[src/stkl_pkg.sv]
// shared types and codes for the sorted top-k list
package stkl_pkg;

   localparam logic [1:0] MODE_ADD    = 2'd0;
   localparam logic [1:0] MODE_REMOVE = 2'd1;
   localparam logic [1:0] MODE_GET    = 2'd2;
   localparam logic [1:0] MODE_NOP    = 2'd3;

   localparam logic [1:0] STATUS_OK     = 2'd0;
   localparam logic [1:0] STATUS_RANGE  = 2'd1;
   localparam logic [1:0] STATUS_REJECT = 2'd2;

   typedef struct packed {
      logic [1:0]         mode;
      logic signed [31:0] value;
      logic [3:0]         index;
   } req_type;

   typedef struct packed {
      logic signed [31:0] result_value;
      logic [1:0]         status;
      logic [4:0]         entry_count;
   } rsp_type;

   typedef enum logic {
      ST_IDLE,
      ST_EXEC
   } ctl_state_type;

   typedef struct packed {
      logic capture;
      logic execute;
   } ctl_cmd_type;

endpackage

[src/stkl_ctrl.sv]
// controller: accepts a request, runs the execute state, strobes the response
module stkl_ctrl
   import stkl_pkg::*;
(
   input  logic        clock,
   input  logic        reset,
   input  logic        start,
   output logic        busy,
   output ctl_cmd_type cmd,
   output logic        rsp_valid
);

   ctl_state_type state_ff, state_in;
   logic          rsp_valid_ff, rsp_valid_in;

   always_comb begin
      state_in = state_ff;
      unique case (state_ff)
         ST_IDLE: begin
            if (start) state_in = ST_EXEC;
         end
         ST_EXEC: begin
            state_in = ST_IDLE;
         end
         default: begin
            state_in = ST_IDLE;
         end
      endcase
   end

   always_comb begin
      busy        = 1'b0;
      cmd.capture = 1'b0;
      cmd.execute = 1'b0;
      unique case (state_ff)
         ST_IDLE: begin
            cmd.capture = start;
         end
         ST_EXEC: begin
            busy        = 1'b1;
            cmd.execute = 1'b1;
         end
         default: begin
            busy = 1'b0;
         end
      endcase
   end

   assign rsp_valid_in = cmd.execute;
   assign rsp_valid    = rsp_valid_ff;

   always_ff @(posedge clock) begin
      if (reset) begin
         state_ff     <= ST_IDLE;
         rsp_valid_ff <= 1'b0;
      end else begin
         state_ff     <= state_in;
         rsp_valid_ff <= rsp_valid_in;
      end
   end

endmodule

[src/stkl_dpath.sv]
// datapath: row of compare-and-shift cells, entry count and response register
module stkl_dpath
   import stkl_pkg::*;
#(
   parameter int CAPACITY    = 16,
   parameter int VALUE_WIDTH = 32
) (
   input  logic        clock,
   input  logic        reset,
   input  ctl_cmd_type cmd,
   input  req_type     req_data,
   output rsp_type     rsp_data
);

   localparam int IW = (CAPACITY > 1) ? $clog2(CAPACITY) : 1;
   localparam int CW = $clog2(CAPACITY + 1);
   localparam int XW = (CW > 4) ? CW : 4;

   req_type                       req_ff;
   logic signed [VALUE_WIDTH-1:0] entry_ff [CAPACITY];
   logic signed [VALUE_WIDTH-1:0] entry_in [CAPACITY];
   logic [CW-1:0]                 count_ff, count_in;
   rsp_type                       rsp_ff, rsp_in;

   logic signed [VALUE_WIDTH-1:0] new_val;
   logic [CAPACITY-1:0]           take;
   logic [CAPACITY-1:0]           shift_up;
   logic                          full;
   logic                          reject;
   logic                          in_range;
   logic [IW-1:0]                 rd_addr;
   logic signed [VALUE_WIDTH-1:0] rd_val;
   logic                          do_add;
   logic                          do_remove;

   assign new_val  = VALUE_WIDTH'(req_ff.value);
   assign full     = (count_ff == CW'(CAPACITY));
   assign reject   = full && !take[CAPACITY-1];
   assign in_range = (XW'(req_ff.index) < XW'(count_ff));
   assign rd_addr  = IW'(req_ff.index);
   assign rd_val   = entry_ff[rd_addr];

   assign do_add    = (req_ff.mode == MODE_ADD) && !reject;
   assign do_remove = (req_ff.mode == MODE_REMOVE) && in_range;

   // each cell: beyond the count, or holding a value below the new one
   for (genvar i = 0; i < CAPACITY; i++) begin : g_cell
      assign take[i]     = (CW'(i) >= count_ff) || (entry_ff[i] < new_val);
      assign shift_up[i] = (XW'(i) >= XW'(req_ff.index));

      always_comb begin
         entry_in[i] = entry_ff[i];
         if (do_add && take[i]) begin
            if (i == 0) begin
               entry_in[i] = new_val;
            end else begin
               entry_in[i] = take[(i > 0) ? i - 1 : 0] ? entry_ff[(i > 0) ? i - 1 : 0]
                                                       : new_val;
            end
         end else if (do_remove && shift_up[i] && (i < CAPACITY - 1)) begin
            entry_in[i] = entry_ff[(i < CAPACITY - 1) ? i + 1 : i];
         end
      end
   end

   always_comb begin
      count_in            = count_ff;
      rsp_in.result_value = '0;
      rsp_in.status       = STATUS_OK;
      unique case (req_ff.mode) inside
         MODE_ADD: begin
            if (reject) begin
               rsp_in.status = STATUS_REJECT;
            end else if (!full) begin
               count_in = count_ff + CW'(1);
            end
         end
         MODE_REMOVE, MODE_GET: begin
            if (!in_range) begin
               rsp_in.status = STATUS_RANGE;
            end else begin
               rsp_in.result_value = 32'($unsigned(rd_val));
               if (req_ff.mode == MODE_REMOVE) count_in = count_ff - CW'(1);
            end
         end
         default: begin
            count_in = count_ff;
         end
      endcase
      rsp_in.entry_count = 5'(count_in);
   end

   always_ff @(posedge clock) begin
      if (reset) begin
         count_ff <= '0;
      end else if (cmd.execute) begin
         count_ff <= count_in;
      end
   end

   always_ff @(posedge clock) begin
      if (cmd.capture) req_ff <= req_data;
      if (cmd.execute) begin
         rsp_ff <= rsp_in;
         for (int k = 0; k < CAPACITY; k++) entry_ff[k] <= entry_in[k];
      end
   end

   assign rsp_data = rsp_ff;

endmodule

[src/sorted_top_k_list_top.sv]
// top level of the sorted top-k list
//
// keeps up to CAPACITY signed values in descending order (index 0 is the
// largest). one request carries mode, value and index:
//   add    inserts value at its sorted place, after any equal values; on a
//          full list a value no greater than the smallest entry is rejected,
//          otherwise the smallest entry is dropped
//   remove returns the entry at index and closes the gap
//   get    returns the entry at index
// an index at or beyond the entry count gives an out-of-range status.
//
// request channel: a transfer happens on the clock edge with start high and
// busy low. busy is high for the one execute cycle that follows.
// response channel: rsp_valid is high for exactly one cycle, the cycle after
// the execute cycle, with rsp_data; the receiver cannot stall the response.
// a new request is accepted only after the execute cycle of the last one;
// all cells compare and shift in the execute cycle.
// reset clears the entry count and the controller; entry storage is not reset.
module sorted_top_k_list_top
   import stkl_pkg::*;
#(
   parameter int CAPACITY    = 16,
   parameter int VALUE_WIDTH = 32
) (
   input  logic    clock,
   input  logic    reset,
   input  logic    start,
   output logic    busy,
   input  req_type req_data,
   output logic    rsp_valid,
   output rsp_type rsp_data
);

   ctl_cmd_type cmd;

   // request capture and execute sequencing
   stkl_ctrl u_ctrl (
      .clock     (clock),
      .reset     (reset),
      .start     (start),
      .busy      (busy),
      .cmd       (cmd),
      .rsp_valid (rsp_valid)
   );

   // sorted cell row and response register
   stkl_dpath #(
      .CAPACITY    (CAPACITY),
      .VALUE_WIDTH (VALUE_WIDTH)
   ) u_dpath (
      .clock    (clock),
      .reset    (reset),
      .cmd      (cmd),
      .req_data (req_data),
      .rsp_data (rsp_data)
   );

   // response strobe only lands once the execute cycle is over
   a_rsp_not_busy: assert property (@(posedge clock) disable iff (reset)
      rsp_valid |-> !busy)
      else $error("response strobe while busy");

   // an accepted request is executed on the next cycle
   a_accept_exec: assert property (@(posedge clock) disable iff (reset)
      (start && !busy) |=> busy)
      else $error("accepted request not executed");

   // every execute cycle yields exactly one response
   a_exec_rsp: assert property (@(posedge clock) disable iff (reset)
      busy |=> rsp_valid)
      else $error("execute cycle without response");

   // no response without a preceding execute cycle
   a_rsp_from_exec: assert property (@(posedge clock) disable iff (reset)
      rsp_valid |-> $past(busy))
      else $error("response without execute");

endmodule

[config.mk]
export PLATFORM = sky130hd
export DESIGN_NAME = sorted_top_k_list_top
export DESIGN_NICKNAME = d
export VERILOG_FILES = /design/src/stkl_pkg.sv /design/src/stkl_ctrl.sv /design/src/stkl_dpath.sv /design/src/sorted_top_k_list_top.sv
export SDC_FILE = /design/constraint.sdc
export NUM_CORES = 2
export LEC_CHECK = 0
export BUFFER_PORTS_ARGS = -buffer_cell sky130_fd_sc_hd__buf_2
export CAP_MARGIN = 15
export CORE_MARGIN = 2
export CORE_UTILIZATION = 55
export CTS_CLUSTER_DIAMETER = 40
export CTS_CLUSTER_SIZE = 16
export DETAILED_ROUTE_END_ITERATION = 7
export HOLD_SLACK_MARGIN = 0.12
export PLACE_DENSITY = 0.76
export SYNTH_ARGS = -nofsm -noshare
export SYNTH_HDL_FRONTEND = slang
export SYNTH_SLANG_ARGS = --single-unit
[constraint.sdc]
create_clock -name clock -period 7.7 [get_ports clock]
set_input_delay 0.385 -clock clock [delete_from_list [all_inputs] [get_ports clock]]
set_output_delay 0.385 -clock clock [all_outputs]
set_load 0.05 [all_outputs]
After elaboration in Yosys (flattened, before gate mapping)
Memories as Yosys holds them, arrays and structs flattened. A register that Yosys moved wholly into a read port is not among the register bits.
Cells that the tools add are included.
{ "word_totals": {"ff_bits": 52, "n_memories": 1, "ram_bits": 512, "elab_cells": 179} }
{ "classes": {"n_eq_ne": 3, "muxes": 60, "magnitude_cmp": 48, "n_bitwise": 1, "n_reduce_logical": 56, "addsub": 2} }
{ "mem_list": {"columns": ["memory", "words", "width", "read_ports", "rd_ports_with_merged_regs", "wr", "line", "text"], "rows": [
  ["u_dpath.entry_ff", 16, 32, 17, 1, 16, "stkl_dpath.sv:20", "logic signed [VALUE_WIDTH-1:0] entry_ff [CAPACITY];"]
]} }
{ "ops": {"columns": ["operator", "n"], "rows": [
  ["32-bit 2-to-1 mux", 46],
  ["32-bit < comparator", 16],
  ["4-bit by 5-bit greater-or-equal comparator with 1-bit output, first input constant", 8],
  ["1-bit logical AND", 34],
  ["4-bit greater-or-equal comparator, first input constant", 7],
  ["3-bit by 5-bit greater-or-equal comparator with 1-bit output, first input constant", 4],
  ["5-bit 2-to-1 mux", 4],
  ["3-bit by 4-bit greater-or-equal comparator with 1-bit output, first input constant", 4],
  ["1-bit logical OR", 16],
  ["1-bit by 5-bit greater-or-equal comparator with 1-bit output, first input constant", 2],
  ["2-bit by 5-bit greater-or-equal comparator with 1-bit output, first input constant", 2],
  ["5-bit one-hot mux with 2 select lines", 1],
  ["1-bit by 4-bit greater-or-equal comparator with 1-bit output, first input constant", 2],
  ["2-bit by 4-bit greater-or-equal comparator with 1-bit output, first input constant", 2],
  ["1-bit 2-to-1 mux", 6],
  ["5-bit by 1-bit adder with 5-bit output, second input constant", 1],
  ["5-bit == test, second input constant", 1],
  ["4-bit by 5-bit < comparator with 1-bit output", 1],
  ["5-bit by 1-bit subtractor with 5-bit output, second input constant", 1],
  ["2-bit one-hot mux with 2 select lines", 1],
  ["1-bit logical NOT", 3],
  ["2-bit by 1-bit == test with 1-bit output, second input constant", 1],
  ["2-bit == test, second input constant", 1],
  ["2-bit logical NOT", 1],
  ["5 further kinds", 5]
]} }

Depth between registers and ports, before layout
An unclocked memory read counts as a cell.
{ "logic_depth": {"word_depth": 9, "ltp_mapped": 15, "depth_no_buf": 10} }

Cells and area by module
Synthesis repeated with hierarchy kept, for this count alone.
{ "unflattened": {"cells_unflattened": 3958, "hier_area_um2": 44186.1} }
{ "modules_own_cells": {"columns": ["mod", "area_each_um2", "n_inst", "cells_each", "seq_area_each_um2"], "rows": [
  ["stkl_dpath", 44103.5, 1, 3951, 17787.1],
  ["stkl_ctrl", 82.6, 1, 7, 40.0]
]} }

Worst setup path before layout
OpenSTA, ideal clock, no wires.
{ "synth_timing": {"kind": "register -> register", "startpoint": "register, netlist name u_dpath.new_val[30]", "endpoint": "memory u_dpath.entry_ff[10][0] (enable)", "setup_slack_ps": 1953, "arrival_ps": 5276, "synth_period_minus_slack_ps": 5747, "path_stages_with_launch": 14, "cell_sequence": "edfxtp_1 -> clkbuf_1 -> inv_1 -> ha_1 -> nand4_1 -> nor3_1 -> a22oi_1 -> o211ai_1 -> a21bo_2 -> a211oi_2 -> buf_4 -> nand3_1 -> buf_2 -> a21boi_0"} }
{ "synth_rtl": {"columns": ["item", "line"], "rows": [
  ["end, declared", "stkl_dpath.sv:20"]
]} }

==> results.py <==
metrics = {
    "clocking": {
        "postCtsHoldBufs": 39,
        "postCtsSetupRepairBufs": 0,
        "cts_root_buf": "clkbuf_16",
        "path_clk_slew_ns": 0.06,
        "cts_sinks": 596,
        "ctsResizeCount": 0,
        "htreeDepth": 3,
        "cts_buffers": 105,
        "cts_max_path_buffers": 3,
        "tritoncts": "done",
        "clk_latency_ns": 0.70,
    },
    "yosys": {
        "synth.avg_cell_area_um2": 11.5,
        "synth_cell_types": 85,
        "synth_simple_gate_area_share_pct": 6.46,
        "synth_compound_area_share_pct": 16.6,
        "synthAdderAreaFrac_pct": 13.7,
        "syn-num-nets": 4586,
        "synthesis.area_mm2": 0.0463,
        "seq_area_frac_synth_pct": 38.5,
        "ys_ff_latch": 596,
        "synth_xor_area_share_pct": 0.0568,
        "synth_top_cell_area_share_pct": 38.2,
        "synth.top_cells.by_area": "edfxtp_1 38%, ha_1 14%, mux4_2 7.8%",
        "synth_common_cells": "589 x edfxtp_1, 507 x ha_1, 398 x a21oi_1",
        "yosysMostFrequentCell": "edfxtp_1",
        "synth_edf_count": 589,
        "yosysWarnings": 0,
        "muxShareOfSynthArea_pct": 20.7,
        "synth_area_leader_cell": "edfxtp_1",
        "synth_ff_type": "edfxtp_1",
        "async_flop_share_pct": 0,
        "synthCells": 4038,
        "synth_top_family_by_area": "multiplexers",
    },
    "layout": {
        "fin_util_pct": 62.0,
        "drive_above_1_share_pct": 21.8,
        "fin_cells": 5236,
        "stdcell_area_mm2": 0.0518,
        "nNetsFinal": 4613,
        "fill_cells": 6480,
        "multi_input_area_mm2": 0.0269,
        "seqCellArea_mm2": 0.0178,
        "area_growth_pct": 12.0,
        "antenna_cells": 0,
    },
    "sta": {
        "max_freq_mhz": 159,
        "report.final.slew_viol_count": 0,
        "hold_viol_final": 0,
        "worst_slew_pin_slew_ns": 1.22,
        "slew_headroom_pct": 18.2,
        "rsz0062_at_grt": "no",
        "whs_ns": 0.398,
        "finalClockSkew_ns": 0.0240,
        "finalSetupTns_ns": 0,
        "fin_crit_sh_pct": 81.9,
        "worst_slack_ns": 1.39,
        "finalSetupViolations": 0,
        "fin_crit_ns": 6.31,
    },
    "detailed_routing": {
        "finalWirelength_mm": 163,
        "vias": 39000,
        "drt.antenna.violating_nets": 0,
        "drt_iter0_markers": 6233,
        "first_pass_iters": 8,
        "drc": 1,
        "route.detailed.wl_per_inst_um": 31.1,
        "via_per_inst": 7.45,
    },
    "run": {
        "max_cap_violations": 0,
    },
    "placement": {
        "dpl_cell_area_mm2": 0.0477,
        "place_congestion": 1.01,
        "hpwl_mm": 111,
        "pre_cts_ws_ns": 1.80,
        "dp_cells": 4997,
        "port_buffers": 81,
    },
    "global_route": {
        "grt_max_degree": 100,
        "grt_pass1_wl_mm": 241,
        "antenna_found_initial": 6,
        "grt_overflow": 0,
        "grt_pass1_vias": 37500,
        "grt.total_usage_pct": 37.0,
    },
    "worst_setup_path": {
        "cp_cell_sequence": "inv_1, ha_1, nand2_1, o21ai_0, a221oi_1, o311ai_1, nand3_1, nand3_1, buf_4, nand3_2, a21boi_4, buf_4",
        "path_buf_inv": 3,
        "startpoint_type": "flip-flop",
        "crit_required_ns": 8.06,
        "max_stage_delay_ns": 0.97,
        "path_max_fanout": 33,
        "cp_top_family": "compound AO/OA/AOI/OAI gates",
        "cp_data_arrival_time_ns": 6.66,
        "worstSetupPathType": "reg -> reg",
        "slowest_stage": "a21boi_4",
        "critPathCaptureType": "flip-flop",
    },
    "floorplanning": {
        "io_pins": 82,
        "core_mm2": 0.0836,
        "dieWidth_um": 294,
        "start_util_pct": 55.4,
        "die_h_um": 294,
        "die-area_mm2": 0.0865,
        "rows": 106,
    },
    "outcome": {
        "status": "finished, violations left",
        "violations": "DRC",
    },
    "min_path": {
        "hold_class": "in -> reg",
    },
    "power": {
        "finalPower_mw": 10.4,
        "powerDensity_mw_per_mm2": 201,
        "power_leakage_nw": 20.4,
        "ir_worst_vdd_uv": 202,
    },
}
## flip-flops by register name (all words and copies together), names as in the netlist
name	count
u_dpath.count_ff	5
u_dpath.req_ff	2
u_dpath.new_val	32
u_dpath.rsp_data	39
u_dpath.entry_ff	512
u_dpath.rd_addr	4
u_ctrl.rsp_valid	1
u_ctrl.state_ff	1
## worst register-to-register path, delay by kind of cell (launching register included)
| family | cells | cell delay (ns) |
|---|---|---|
| buf+inv | 3 | 1.40 |
| fa+ha+maj | 1 | 0.44 |
| compound gates | 4 | 2.04 |
| flops | 1 | 0.75 |
| simple gates | 4 | 1.31 |
## worst paths after layout
kind                                                         from                                  to  slack, ns  depth (start not counted)
worst min register to register  u_dpath.entry_ff[15][6]$_DFFE_PP_   u_dpath.entry_ff[14][6]$_DFFE_PP_       0.62                          1
worst min-delay path                                  req_data[8]        u_dpath.new_val[4]$_DFFE_PP_       0.40                          2
worst max register to register       u_dpath.new_val[2]$_DFFE_PP_  u_dpath.entry_ff[12][19]$_DFFE_PP_       1.39                         12
worst max-delay path                 u_dpath.new_val[2]$_DFFE_PP_  u_dpath.entry_ff[12][19]$_DFFE_PP_       1.39                         12
## routing by layer
metal	global-route usage (%)	share of wire (%)
met3	8.90	13
met1	49.7	38
met4	21.5	6.7
met5	0	0.0074
met2	54.4	43
## layout make-up
class	instances	share of cell area, %
multi-input cells	3027	51.8
clock buffers	114	5.26
repair buffers	237	3.38
inverters	98	0.710
clock inverters	84	1.85
well taps	1080	2.61
flip-flops and latches	596	34.4
## logic make-up (layout without fill, tap and decap cells)
logic type                 after synthesis  after routing
AOI/OAI and AO/OA                     1242           1242
muxes                                  708            708
DFF                                    596            596
and+or+nand+nor                        567            567
adders and majority gates              507            507
buffers and inverters                  415            533
xor gates and xnor gates                 3              3
## placed cells by master (no fill, tap or decap), types with 19 or more instances in the layout
cell / instances
a222oi_1: 19
a211oi_1: 41
buf_2: 81
nor2b_1: 23
o21ai_1: 36
ha_1: 507
a22o_1: 20
nor3_1: 20
mux2i_1: 224
nand3_1: 168
clkbuf_16: 108
mux2_2: 289
and3_1: 46
dlygate4sd3_1: 39
o21ai_0: 216
mux4_2: 160
nand2_1: 76
a21oi_1: 397
o211ai_1: 28
nor2_1: 80
buf_4: 112
a21o_1: 134
mux2_4: 22
nand4_1: 77
o221ai_1: 20
a31oi_1: 207
inv_1: 96
edfxtp_1: 589
o21a_1: 26
## report_power, final
group	internal [mW]	total [mW]	leakage, nW	switching (mW)
combinational	0.640	1.66	13.2	1.02
sequential	3.69	3.82	5.43	0.126
clock	3.07	4.95	1.77	1.88
Power figures use the tool's default switching activity.
